--- config.mk ---
export PLATFORM = sky130hd
export DESIGN_NAME = button_encoder_event_qualifier
export DESIGN_NICKNAME = d
export VERILOG_FILES = /design/src/hw/rtl/bee_pkg.sv /design/src/hw/rtl/bee_dial.sv /design/src/hw/rtl/bee_buttons.sv /design/src/hw/rtl/button_encoder_event_qualifier.sv
export SDC_FILE = /design/constraint.sdc
export NUM_CORES = 1
export LEC_CHECK = 0
export BUFFER_PORTS_ARGS = -buffer_cell sky130_fd_sc_hd__clkbuf_2
export CORE_MARGIN = 3
export CORE_UTILIZATION = 37
export CTS_CLUSTER_SIZE = 8
export DETAILED_ROUTE_END_ITERATION = 7
export PLACE_DENSITY = 0.65
export SETUP_SLACK_MARGIN = 0.15
export SKIP_LAST_GASP = 1
export SYNTH_ARGS = -nofsm -noshare
export SYNTH_HDL_FRONTEND = slang
export SYNTH_SLANG_ARGS = --single-unit
--- constraint.sdc ---
create_clock -name clk -period 5.8 [get_ports clk]
set_clock_uncertainty 0.05 [all_clocks]
set_input_delay 0.58 -clock clk [delete_from_list [all_inputs] [get_ports clk]]
set_output_delay 0.58 -clock clk [all_outputs]
set_load 0.02 [all_outputs]
--- src/hw/rtl/bee_pkg.sv ---
// Shared types and constants for the button and encoder event qualifier.
// Holds the item and result records, the operation and event codes.
// No dependencies.
package bee_pkg;

	// Field widths fixed by the item and result formats.
	localparam int OP_W   = 2;
	localparam int BTN_W  = 3;
	localparam int POS_W  = 16;
	localparam int NOW_W  = 32;
	localparam int TICK_W = 32;
	localparam int EV_W   = 4;

	// Stream data widths, padded to whole bytes.
	localparam int IN_DATA_W  = 56;
	localparam int OUT_DATA_W = 8;

	// Reset value of the long-press threshold.
	localparam logic [TICK_W-1:0] TICKS_RESET = 32'd1000;

	// Operation carried by each input word.
	typedef enum logic [OP_W-1:0] {
		OP_POLL    = 2'd0,
		OP_DIAL    = 2'd1,
		OP_PRESS   = 2'd2,
		OP_RELEASE = 2'd3
	} op_t;

	// Event codes reported on the output.
	typedef enum logic [EV_W-1:0] {
		EV_NONE = 4'd0,
		EV_INC1 = 4'd1,
		EV_INC2 = 4'd2,
		EV_INC3 = 4'd3,
		EV_DEC1 = 4'd4,
		EV_DEC2 = 4'd5,
		EV_DEC3 = 4'd6,
		EV_DOWN = 4'd7,
		EV_UP   = 4'd8,
		EV_LONG = 4'd9
	} ev_t;

	// One input word after unpacking.
	typedef struct packed {
		op_t              op;
		logic [BTN_W-1:0] button;
		logic [POS_W-1:0] dial_position;
		logic [NOW_W-1:0] now;
	} item_t;

	// One result word.
	typedef struct packed {
		ev_t              ev;
		logic [BTN_W-1:0] button;
	} res_t;

endpackage

--- src/hw/rtl/bee_dial.sv ---
// Rotary encoder step detector: holds the last dial position and turns
// the signed difference to the new one into an increase or decrease event.
// Depends on bee_pkg.
module bee_dial (
	input  logic                   clk,
	input  logic                   arst_n,
	input  logic                   step,
	input  bee_pkg::item_t         item,
	output bee_pkg::ev_t           ev
);
	import bee_pkg::*;

	logic [POS_W-1:0]   last_dial_q;
	logic signed [POS_W:0] diff;
	logic [POS_W-1:0]   mag;
	logic [POS_W-1:0]   half;

	// Signed difference of the two positions, then its halved magnitude.
	always_comb begin
		diff = {last_dial_q[POS_W-1], last_dial_q} -
			{item.dial_position[POS_W-1], item.dial_position};
		mag  = diff[POS_W] ? POS_W'(-diff) : diff[POS_W-1:0];
		half = mag >> 1;
		if (diff == '0) begin
			ev = EV_NONE;
		end else if (diff[POS_W]) begin
			ev = (half == POS_W'(1)) ? EV_INC1 : (half == POS_W'(2)) ? EV_INC2 : EV_INC3;
		end else begin
			ev = (half == POS_W'(1)) ? EV_DEC1 : (half == POS_W'(2)) ? EV_DEC2 : EV_DEC3;
		end
	end

	// Every dial word replaces the stored position.
	always_ff @(posedge clk or negedge arst_n) begin
		if (!arst_n) begin
			last_dial_q <= '0;
		end else if (step && item.op == OP_DIAL) begin
			last_dial_q <= item.dial_position;
		end
	end

endmodule

--- src/hw/rtl/bee_buttons.sv ---
// Button press table and long-press scan: per-button press time and
// reported flag, parallel elapsed-time compares and a lowest-index pick.
// Depends on bee_pkg.
module bee_buttons #(
	parameter int NUM_BUTTONS = 6,
	parameter int TIME_BITS   = 32
) (
	input  logic                        clk,
	input  logic                        arst_n,
	input  logic                        step,
	input  bee_pkg::item_t              item,
	input  logic [bee_pkg::TICK_W-1:0]  long_press_ticks,
	output bee_pkg::res_t               res
);
	import bee_pkg::*;

	localparam int CMP_W  = (TIME_BITS > NOW_W) ? TIME_BITS : NOW_W;
	localparam int BIDX_W = (NUM_BUTTONS > 1) ? $clog2(NUM_BUTTONS) : 1;

	logic [TIME_BITS-1:0]   press_time_q [NUM_BUTTONS];
	logic [NUM_BUTTONS-1:0] long_reported_q;

	logic [CMP_W-1:0]       now_ext;
	logic [TIME_BITS-1:0]   now_m;
	logic [TIME_BITS-1:0]   elapsed [NUM_BUTTONS];
	logic [NUM_BUTTONS-1:0] hit;
	logic                   found;
	logic [BIDX_W-1:0]      idx;
	logic                   btn_ok;

	// Time masked to the table width.
	always_comb begin
		now_ext = CMP_W'(item.now);
		now_m   = now_ext[TIME_BITS-1:0];
		btn_ok  = (32'(item.button) < NUM_BUTTONS);
	end

	// Elapsed-time compare for every button, then the lowest candidate wins.
	always_comb begin
		found = 1'b0;
		idx   = '0;
		for (int i = 0; i < NUM_BUTTONS; i++) begin
			elapsed[i] = now_m - press_time_q[i];
			hit[i] = (press_time_q[i] != '0) && !long_reported_q[i] &&
				(CMP_W'(elapsed[i]) > CMP_W'(long_press_ticks));
		end
		for (int i = NUM_BUTTONS - 1; i >= 0; i--) begin
			if (hit[i]) begin
				found = 1'b1;
				idx   = BIDX_W'(i);
			end
		end
	end

	// Result for poll, press and release words.
	always_comb begin
		res.ev     = EV_NONE;
		res.button = '0;
		unique case (item.op)
			OP_POLL: begin
				if (found) begin
					res.ev     = EV_LONG;
					res.button = BTN_W'(idx);
				end
			end
			OP_PRESS: begin
				if (btn_ok) begin
					res.ev     = EV_DOWN;
					res.button = item.button;
				end
			end
			OP_RELEASE: begin
				if (btn_ok) begin
					res.ev     = EV_UP;
					res.button = item.button;
				end
			end
			OP_DIAL: begin
				res.ev     = EV_NONE;
				res.button = '0;
			end
			default: begin
				res.ev     = EV_NONE;
				res.button = '0;
			end
		endcase
	end

	// Table update: a long press marks its button, press and release rewrite it.
	always_ff @(posedge clk or negedge arst_n) begin
		if (!arst_n) begin
			for (int i = 0; i < NUM_BUTTONS; i++) begin
				press_time_q[i]    <= '0;
				long_reported_q[i] <= 1'b0;
			end
		end else if (step) begin
			for (int i = 0; i < NUM_BUTTONS; i++) begin
				if (item.op == OP_POLL && found && idx == BIDX_W'(i)) begin
					long_reported_q[i] <= 1'b1;
				end
				if ((item.op == OP_PRESS || item.op == OP_RELEASE) && btn_ok &&
					32'(item.button) == i) begin
					long_reported_q[i] <= 1'b0;
					press_time_q[i]    <= (item.op == OP_PRESS) ? now_m : '0;
				end
			end
		end
	end

endmodule

--- src/hw/rtl/button_encoder_event_qualifier.sv ---
// Top level of the button and rotary encoder event qualifier.
// Instantiates bee_buttons and bee_dial; depends on bee_pkg.
//
//  channel   dir  tdata (low bit up)                          tuser
//  s_*       in   button[2:0], dial_position[18:3], now[50:19] op[1:0]
//  m_*       out  event_button[2:0]                            event_res[3:0]
//  cfg_*     in   cfg_wdata = long_press_ticks                 -
//
// Each word is registered on entry and its result is computed combinationally
// into the output register, so one word per cycle is sustained while the
// output is not stalled. The critical path is the six-way elapsed-time
// compare with its priority pick. Reset clears the press table and the dial
// position and sets the threshold to 1000. A stalled output holds its word while
// one further word waits in the entry register.
module button_encoder_event_qualifier #(
	parameter int NUM_BUTTONS = 6,
	parameter int TIME_BITS   = 32
) (
	input  logic                              clk,
	input  logic                              arst_n,
	input  logic                              s_tvalid,
	output logic                              s_tready,
	// button[2:0], dial_position[18:3], now[50:19], zero fill above
	input  logic [bee_pkg::IN_DATA_W-1:0]     s_tdata,
	// op[1:0]
	input  logic [bee_pkg::OP_W-1:0]          s_tuser,
	output logic                              m_tvalid,
	input  logic                              m_tready,
	// event_button[2:0], zero fill above
	output logic [bee_pkg::OUT_DATA_W-1:0]    m_tdata,
	// event_res[3:0]
	output logic [bee_pkg::EV_W-1:0]          m_tuser,
	input  logic                              cfg_we,
	input  logic [bee_pkg::TICK_W-1:0]        cfg_wdata
);
	import bee_pkg::*;

	item_t             item_s1;
	logic              valid_s1;
	res_t              res_q;
	logic              out_valid_q;
	logic [TICK_W-1:0] ticks_q;

	item_t             in_item;
	logic              s_fire;
	logic              advance;
	res_t              btn_res;
	ev_t               dial_ev;
	res_t              res_next;

	// Unpack the incoming word.
	always_comb begin
		in_item.op            = op_t'(s_tuser);
		in_item.button        = s_tdata[BTN_W-1:0];
		in_item.dial_position = s_tdata[BTN_W+POS_W-1:BTN_W];
		in_item.now           = s_tdata[BTN_W+POS_W+NOW_W-1:BTN_W+POS_W];
	end

	// Handshake: the entry word moves on whenever the output register is free.
	assign advance  = valid_s1 && (!out_valid_q || m_tready);
	assign s_tready = !valid_s1 || advance;
	assign s_fire   = s_tvalid && s_tready;

	// Long-press threshold register.
	always_ff @(posedge clk or negedge arst_n) begin
		if (!arst_n) begin
			ticks_q <= TICKS_RESET;
		end else if (cfg_we) begin
			ticks_q <= cfg_wdata;
		end
	end

	// Entry register.
	always_ff @(posedge clk or negedge arst_n) begin
		if (!arst_n) begin
			valid_s1 <= 1'b0;
		end else if (s_fire) begin
			valid_s1 <= 1'b1;
		end else if (advance) begin
			valid_s1 <= 1'b0;
		end
	end

	always_ff @(posedge clk) begin
		if (s_fire) begin
			item_s1 <= in_item;
		end
	end

	bee_buttons #(
		.NUM_BUTTONS (NUM_BUTTONS),
		.TIME_BITS   (TIME_BITS)
	) u_buttons (
		.clk              (clk),
		.arst_n           (arst_n),
		.step             (advance),
		.item             (item_s1),
		.long_press_ticks (ticks_q),
		.res              (btn_res)
	);

	bee_dial u_dial (
		.clk    (clk),
		.arst_n (arst_n),
		.step   (advance),
		.item   (item_s1),
		.ev     (dial_ev)
	);

	// Select the result by operation.
	always_comb begin
		if (item_s1.op == OP_DIAL) begin
			res_next.ev     = dial_ev;
			res_next.button = '0;
		end else begin
			res_next = btn_res;
		end
	end

	// Output register.
	always_ff @(posedge clk or negedge arst_n) begin
		if (!arst_n) begin
			out_valid_q <= 1'b0;
		end else if (advance) begin
			out_valid_q <= 1'b1;
		end else if (m_tready) begin
			out_valid_q <= 1'b0;
		end
	end

	always_ff @(posedge clk) begin
		if (advance) begin
			res_q <= res_next;
		end
	end

	assign m_tvalid = out_valid_q;
	assign m_tdata  = OUT_DATA_W'(res_q.button);
	assign m_tuser  = res_q.ev;

endmodule

# Word level (Yosys, flattened, before mapping)
# Cells that the tools add are included.
dict set report word_totals {
  ff_bits 308
  in_bits 95
}
dict set report classes {
  mux 41
  add_sub_neg 8
  magnitude_cmp 7
  n_reduce_logical 70
  n_eq_ne 15
}
# operator count
set op_table {}
lappend op_table {{greater-than comparator 32 bit} 6}
lappend op_table {{nonzero test 32 bit} 6}
lappend op_table {{subtractor 32 bit} 6}
lappend op_table {{two-way mux 32 bit} 1}
lappend op_table {{logical AND 1 bit} 29}
lappend op_table {{AND reduction 2 bit} 12}
lappend op_table {{two-way mux 1 bit} 23}
lappend op_table {{two-way mux 7 bit} 3}
lappend op_table {{one-hot mux 7 bit (3 select lines)} 1}
lappend op_table {{two-way mux 3 bit} 6}
lappend op_table {{logical NOT 17 bit} 1}
lappend op_table {{subtractor 16 x 16 -> 17 bit} 1}
lappend op_table {{two-way mux 16 bit} 1}
lappend op_table {{two-way mux 4 bit} 4}
lappend op_table {{negator 16 bit} 1}
lappend op_table {{nonzero test 2 bit} 8}
lappend op_table {{== test 15 x 1 -> 1 bit, second input constant} 1}
lappend op_table {{== test 15 x 2 -> 1 bit, second input constant} 1}
lappend op_table {{== test 3 x 2 -> 1 bit, second input constant} 4}
lappend op_table {{== test 3 bit, second input constant} 4}
lappend op_table {{logical NOT 1 bit} 8}
lappend op_table {{== test 3 x 1 -> 1 bit, second input constant} 2}
lappend op_table {{logical NOT 3 bit} 2}
lappend op_table {{two-way mux 6 bit} 1}
lappend op_table {{other kinds (6)} 9}

# Logic depth before layout (Yosys ltp)
dict set report logic_depth {
  word_depth 13
  ltp_mapped 27
  depth_no_buf 27
}

# Modules after synthesis
# A second synthesis with hierarchy kept.
dict set report hier_totals {
  hier_cells 3133
  hier_area_um2 27045.9
}
# module area_each_um2 cells_per_inst instances
set by_module_without_submodules {}
lappend by_module_without_submodules {bee_buttons 21603.2 2712 1}
lappend by_module_without_submodules {button_encoder_event_qualifier 3365.7 151 1}
lappend by_module_without_submodules {bee_dial 2077.0 270 1}

# Worst setup path before layout
# No wires, ideal clock.
dict set report synth_path {
  path_kind {register to register}
  start {register item_s1[1] (netlist name)}
  end {register res_q, in the netlist m_tuser[0], data pin}
  synth_period_minus_slack_ns 5.788
  t_required_ns 5.470
  setup_time_ns 0.280
  t_arrival_ns 5.458
  path_stages_with_launch 23
  setup_slack_ns 0.012
  path_buffers 0
  path_cell_list {edfxtp_1 -> ha_1 -> nor2b_1 -> o21a_1 -> o21ai_0 -> a211oi_1 -> nand4bb_1 -> a31oi_1 -> o211ai_1 -> a31oi_1 -> o21ai_0 -> a21oi_1 -> xnor2_1 -> ha_1 -> nand4_1 -> or2_2 -> or4_1 -> nor4_1 -> a211o_1 -> a31oi_1 -> or2_2 -> o31ai_1 -> o311ai_2}
}
# element line
set synth_lines {}
lappend synth_lines {{from (decl)} button_encoder_event_qualifier.sv:38} ;# item_t item_s1;
lappend synth_lines {{from (signal assigned)} button_encoder_event_qualifier.sv:86} ;# item_s1 <= in_item;
lappend synth_lines {{to (signal assigned)} button_encoder_event_qualifier.sv:133} ;# res_q <= res_next;
lappend synth_lines {{to (decl)} button_encoder_event_qualifier.sv:40} ;# res_t res_q;

==> key figures <==
Worst setup path
  • Setup crit start kind: flip-flop
  • Crit path required time: 6.06 ns
  • CP Class: flip-flop to flip-flop
  • Reg-to-Reg End: m_tuser[0]
  • CP max FO: 9
  • CP peak stage delay: between 0.5 and 0.6 ns
  • Reg2reg path depth: 25
  • Max stage delay cell, worst path: or4_4
  • RR Startpoint: item_s1[1]
  • FF-to-FF setup slack: a little over 0.1 ns
  • CP Capture Type: flip-flop
  • Worst EP arrival: a little under 6 ns

Clock tree
  • Clock buffer depth: 3
  • Clk root buf: clkbuf_16
  • Clock Pin Slew Worst Setup and Hold Paths: 0.05 ns
  • CTS Buf Count: 45
  • # clock sinks: 308
  • Clk_lat worst skew: roughly 0.59 ns
  • Htree depth: 2
  • CTS tree: built

Die
  • Initial Utilization: between 30% and 40%
  • Height of the chip: 271.1 um
  • Rows: between 90 and 100
  • Die Span X: about 270 um
  • Core area: ~69000 sq um
  • IO Count: around 110
  • Die area: around 74000 sq um

Hold path
  • Hold EP: item_s1[9]
  • HP Class: input port to flip-flop
  • Hold Startpoint: s_tdata[28]
  • Hold Path Depth: 1

GRT
  • Antenna violations before repair: 0
  • Maximum number of pins on one net before global-route repair: between 100 and 150
  • Vias in the first global route: around 22k
  • Grt total ovfl: 0
  • All-Layer GR Usage: 22.98%
  • First-pass GRT wire length: between 100000 and 150000 um

Logic synthesis
  • Seq/Total Area, Yosys: 30.82%
  • Mean post-synth cell area: 8.502 sq um
  • Mapped cell area: approximately 26000 sq um
  • Post-synthesis cell type count: 87
  • Cells after Synth: 3059
  • #FFs+latches synth: 308
  • Synth warnings: 0
  • FFs w/ async S/R, synth: between 80% and 90%
  • Most used DFF post-synth: dfrtp_1
  • EDFF count, synth: 60

Placement
  • GPL Wtd Cong: about 1
  • Placed Cells: between 4k and 5k
  • Final HPWL DP: roughly 67000 um
  • Port Buffer Count: 98

Detailed routing
  • Post-Route WL: roughly 86000 um
  • TritonRoute pass-1 iters: 5
  • Vias: roughly 24k
  • Residual DRC count: 0
  • Detail-routed via count per cell: 5.437
  • DRT antenna net count: 0
  • DR WL/cell: around 20 um
  • DR iter-0 viols: 1821

STA
  • RSZ-0062 raised after global routing: true
  • Max frequency: between 150 and 200 MHz
  • Setup TNS after final layout: 0 ns
  • Slew margin rel.: between 10% and 20%
  • Period utilization: a little over nine tenths
  • Final number of setup-violating endpoints: 0
  • Count of pins over their slew limit: 0
  • Worst-Margin Slew: 1.222 ns
  • Final min period: between 5 and 6 ns
  • Final Hold Fails: 0
  • Fin Hold WS: 0.1236 ns

Finish
  • Syn-to-layout area delta: 20.90%
  • Fraction of layout cells with a size suffix above 1: between 10% and 20%
  • Commonest non-fill, non-tap cells in the layout: 389 x ha_1, 364 x nand2_1, 340 x o21ai_0, 271 x inv_1, 252 x buf_4
  • Final Util: between 40% and 50%
  • Nets: 3902
  • Ant diodes: 0
  • Final Non-Filler Cells: about 4.4k
  • Most common library cell in the layout ignoring fill and taps: ha_1

Power
  • Worst vdd ir: approximately 230 uV
  • Power Dens Cells: between 300 and 400 nW/um^2
  • Pleak: around 14 nW

Flow run
  • Max-cap violation count: 0

Run status
  • Outcome: completed
-- metrics by stage --
| stage | power, mW | setup WS, ns | cell area, sq um |
|---|---|---|---|
| 4_1_cts | 9.711 | 0.09456 | 30970 |
| 3_5_place_dp | 7.056 | -0.6481 | 29230 |
| 2_1_floorplan | 5.605 | 0.1616 | 26030 |
| 5_1_grt | 10.57 | -0.1966 | 31440 |
| 6_report | 9.905 | 0.1012 | 31440 |
| 3_3_place_gp | 7.015 | -0.4892 | 29230 |
-- worst max-delay path by stage --
stage | from | to | slack [ns]
after floorplan | item_s1[1] | m_tuser[0] | 0.16
after global placement | item_s1[1] | m_tuser[0] | -0.49
after detailed placement | item_s1[0] | m_tuser[0] | -0.65
after CTS | item_s1[0] | m_tuser[0] | 0.09
after global routing | item_s1[0] | m_tuser[0] | -0.20
final | item_s1[1] | m_tuser[0] | 0.10
-- area by class of cell --
type | count | area, sq um
Clock buffer | 75 | 1269
Clock inverter | 2 | 17.52
Fill cell | 6752 | 37620
Inverter | 275 | 1037
Multi-Input combinational cell | 2412 | 17380
Sequential cell | 308 | 8015
Tap cell | 931 | 1165
Timing Repair Buffer | 363 | 2564
-- cells in the mapped netlist, drive strengths merged, types with 5 or more instances --
cell type	number	area share, %
ha	395	19
nand2	374	5.4
o21ai	354	6.8
inv	275	4.0
dfrtp	242	23
a21oi	198	3.8
nor2	154	2.2
xnor2	139	4.7
a21o	127	3.7
edfxtp	60	6.9
nor4	58	1.4
nand3	57	1.1
clkbuf	56	0.92
nand4	54	1.3
o21a	52	1.5
nor2b	48	1.2
xor2	46	1.5
nor3	44	0.85
nand2b	36	0.87
and3	26	0.64
o21bai	24	0.69
a31oi	23	0.55
a211oi	21	0.63
o211ai	18	0.52
o31ai	16	0.46
and2	13	0.32
buf	12	0.36
or3	10	0.24
o31a	9	0.30
or2	9	0.22
fa	7	0.54
a31o	6	0.20
dfstp	6	0.61
nand3b	6	0.17
or4	6	0.18
a221oi	5	0.22
a311oi	5	0.17
o41ai	5	0.17
-- logic make-up (layout without fill, tap and decap cells) --
group	Yosys count	after routing	share of synthesized area (%)
muxes	6	6	0.2405
xor gates and xnor gates	185	185	6.230
DFF	308	308	30.82
and+or+nand+nor	911	911	16.64
buffers and inverters	343	715	5.249
other	1	5	0.01442
AOI/OAI and AO/OA	903	903	21.26
adders and majority gates	402	402	19.54
-- power by group --
| group | switching (mW) | internal [mW] | total [mW] |
|---|---|---|---|
| registers | 0.231 | 2.47 | 2.70 |
| clock network | 1.01 | 1.47 | 2.48 |
| logic | 2.65 | 2.07 | 4.72 |
| total | 3.90 | 6.01 | 9.90 |
-- routing by layer --
metal | vias to the layer above | share of wire (%) | track usage, %
met4 | 0 | 4.5 | 8.896
met5 | - | 0 | 0
met1 | 11210 | 45 | 31.42
li1 | 11620 | - | -
met3 | 154 | 6.0 | 3.051
met2 | 747 | 44 | 36.89
-- state kept, by name (all words and copies together), names as in the netlist --
name / count
valid_s1: 1
m_tvalid: 1
item_s1: 53
u_buttons.press_time_q: 192
u_dial.last_dial_q: 16
ticks_q: 32
m_tuser: 4
u_buttons.long_reported_q: 6
m_tdata: 3
-- critical path: cells and delay by family, from the launching register on --
kind,cells,cell delay [ns]
xor+xnor,1,0.13
flops,1,0.37
simple gates,7,1.71
compound gates,12,2.10
buf+inv,3,0.48
fa+ha+maj,2,0.58
-- what timing repair did --
action / 4_1_cts / 5_1_grt
hold endpoints to repair: 55 / 0
setup buffers: 9 / 15
hold buffers: 1 / 0
gates resized for setup: 84 / 78
pin swaps: 57 / 53
endpoints found under the setup margin: 11 / 11
Note: power is estimated with default switching activity, not from simulation.
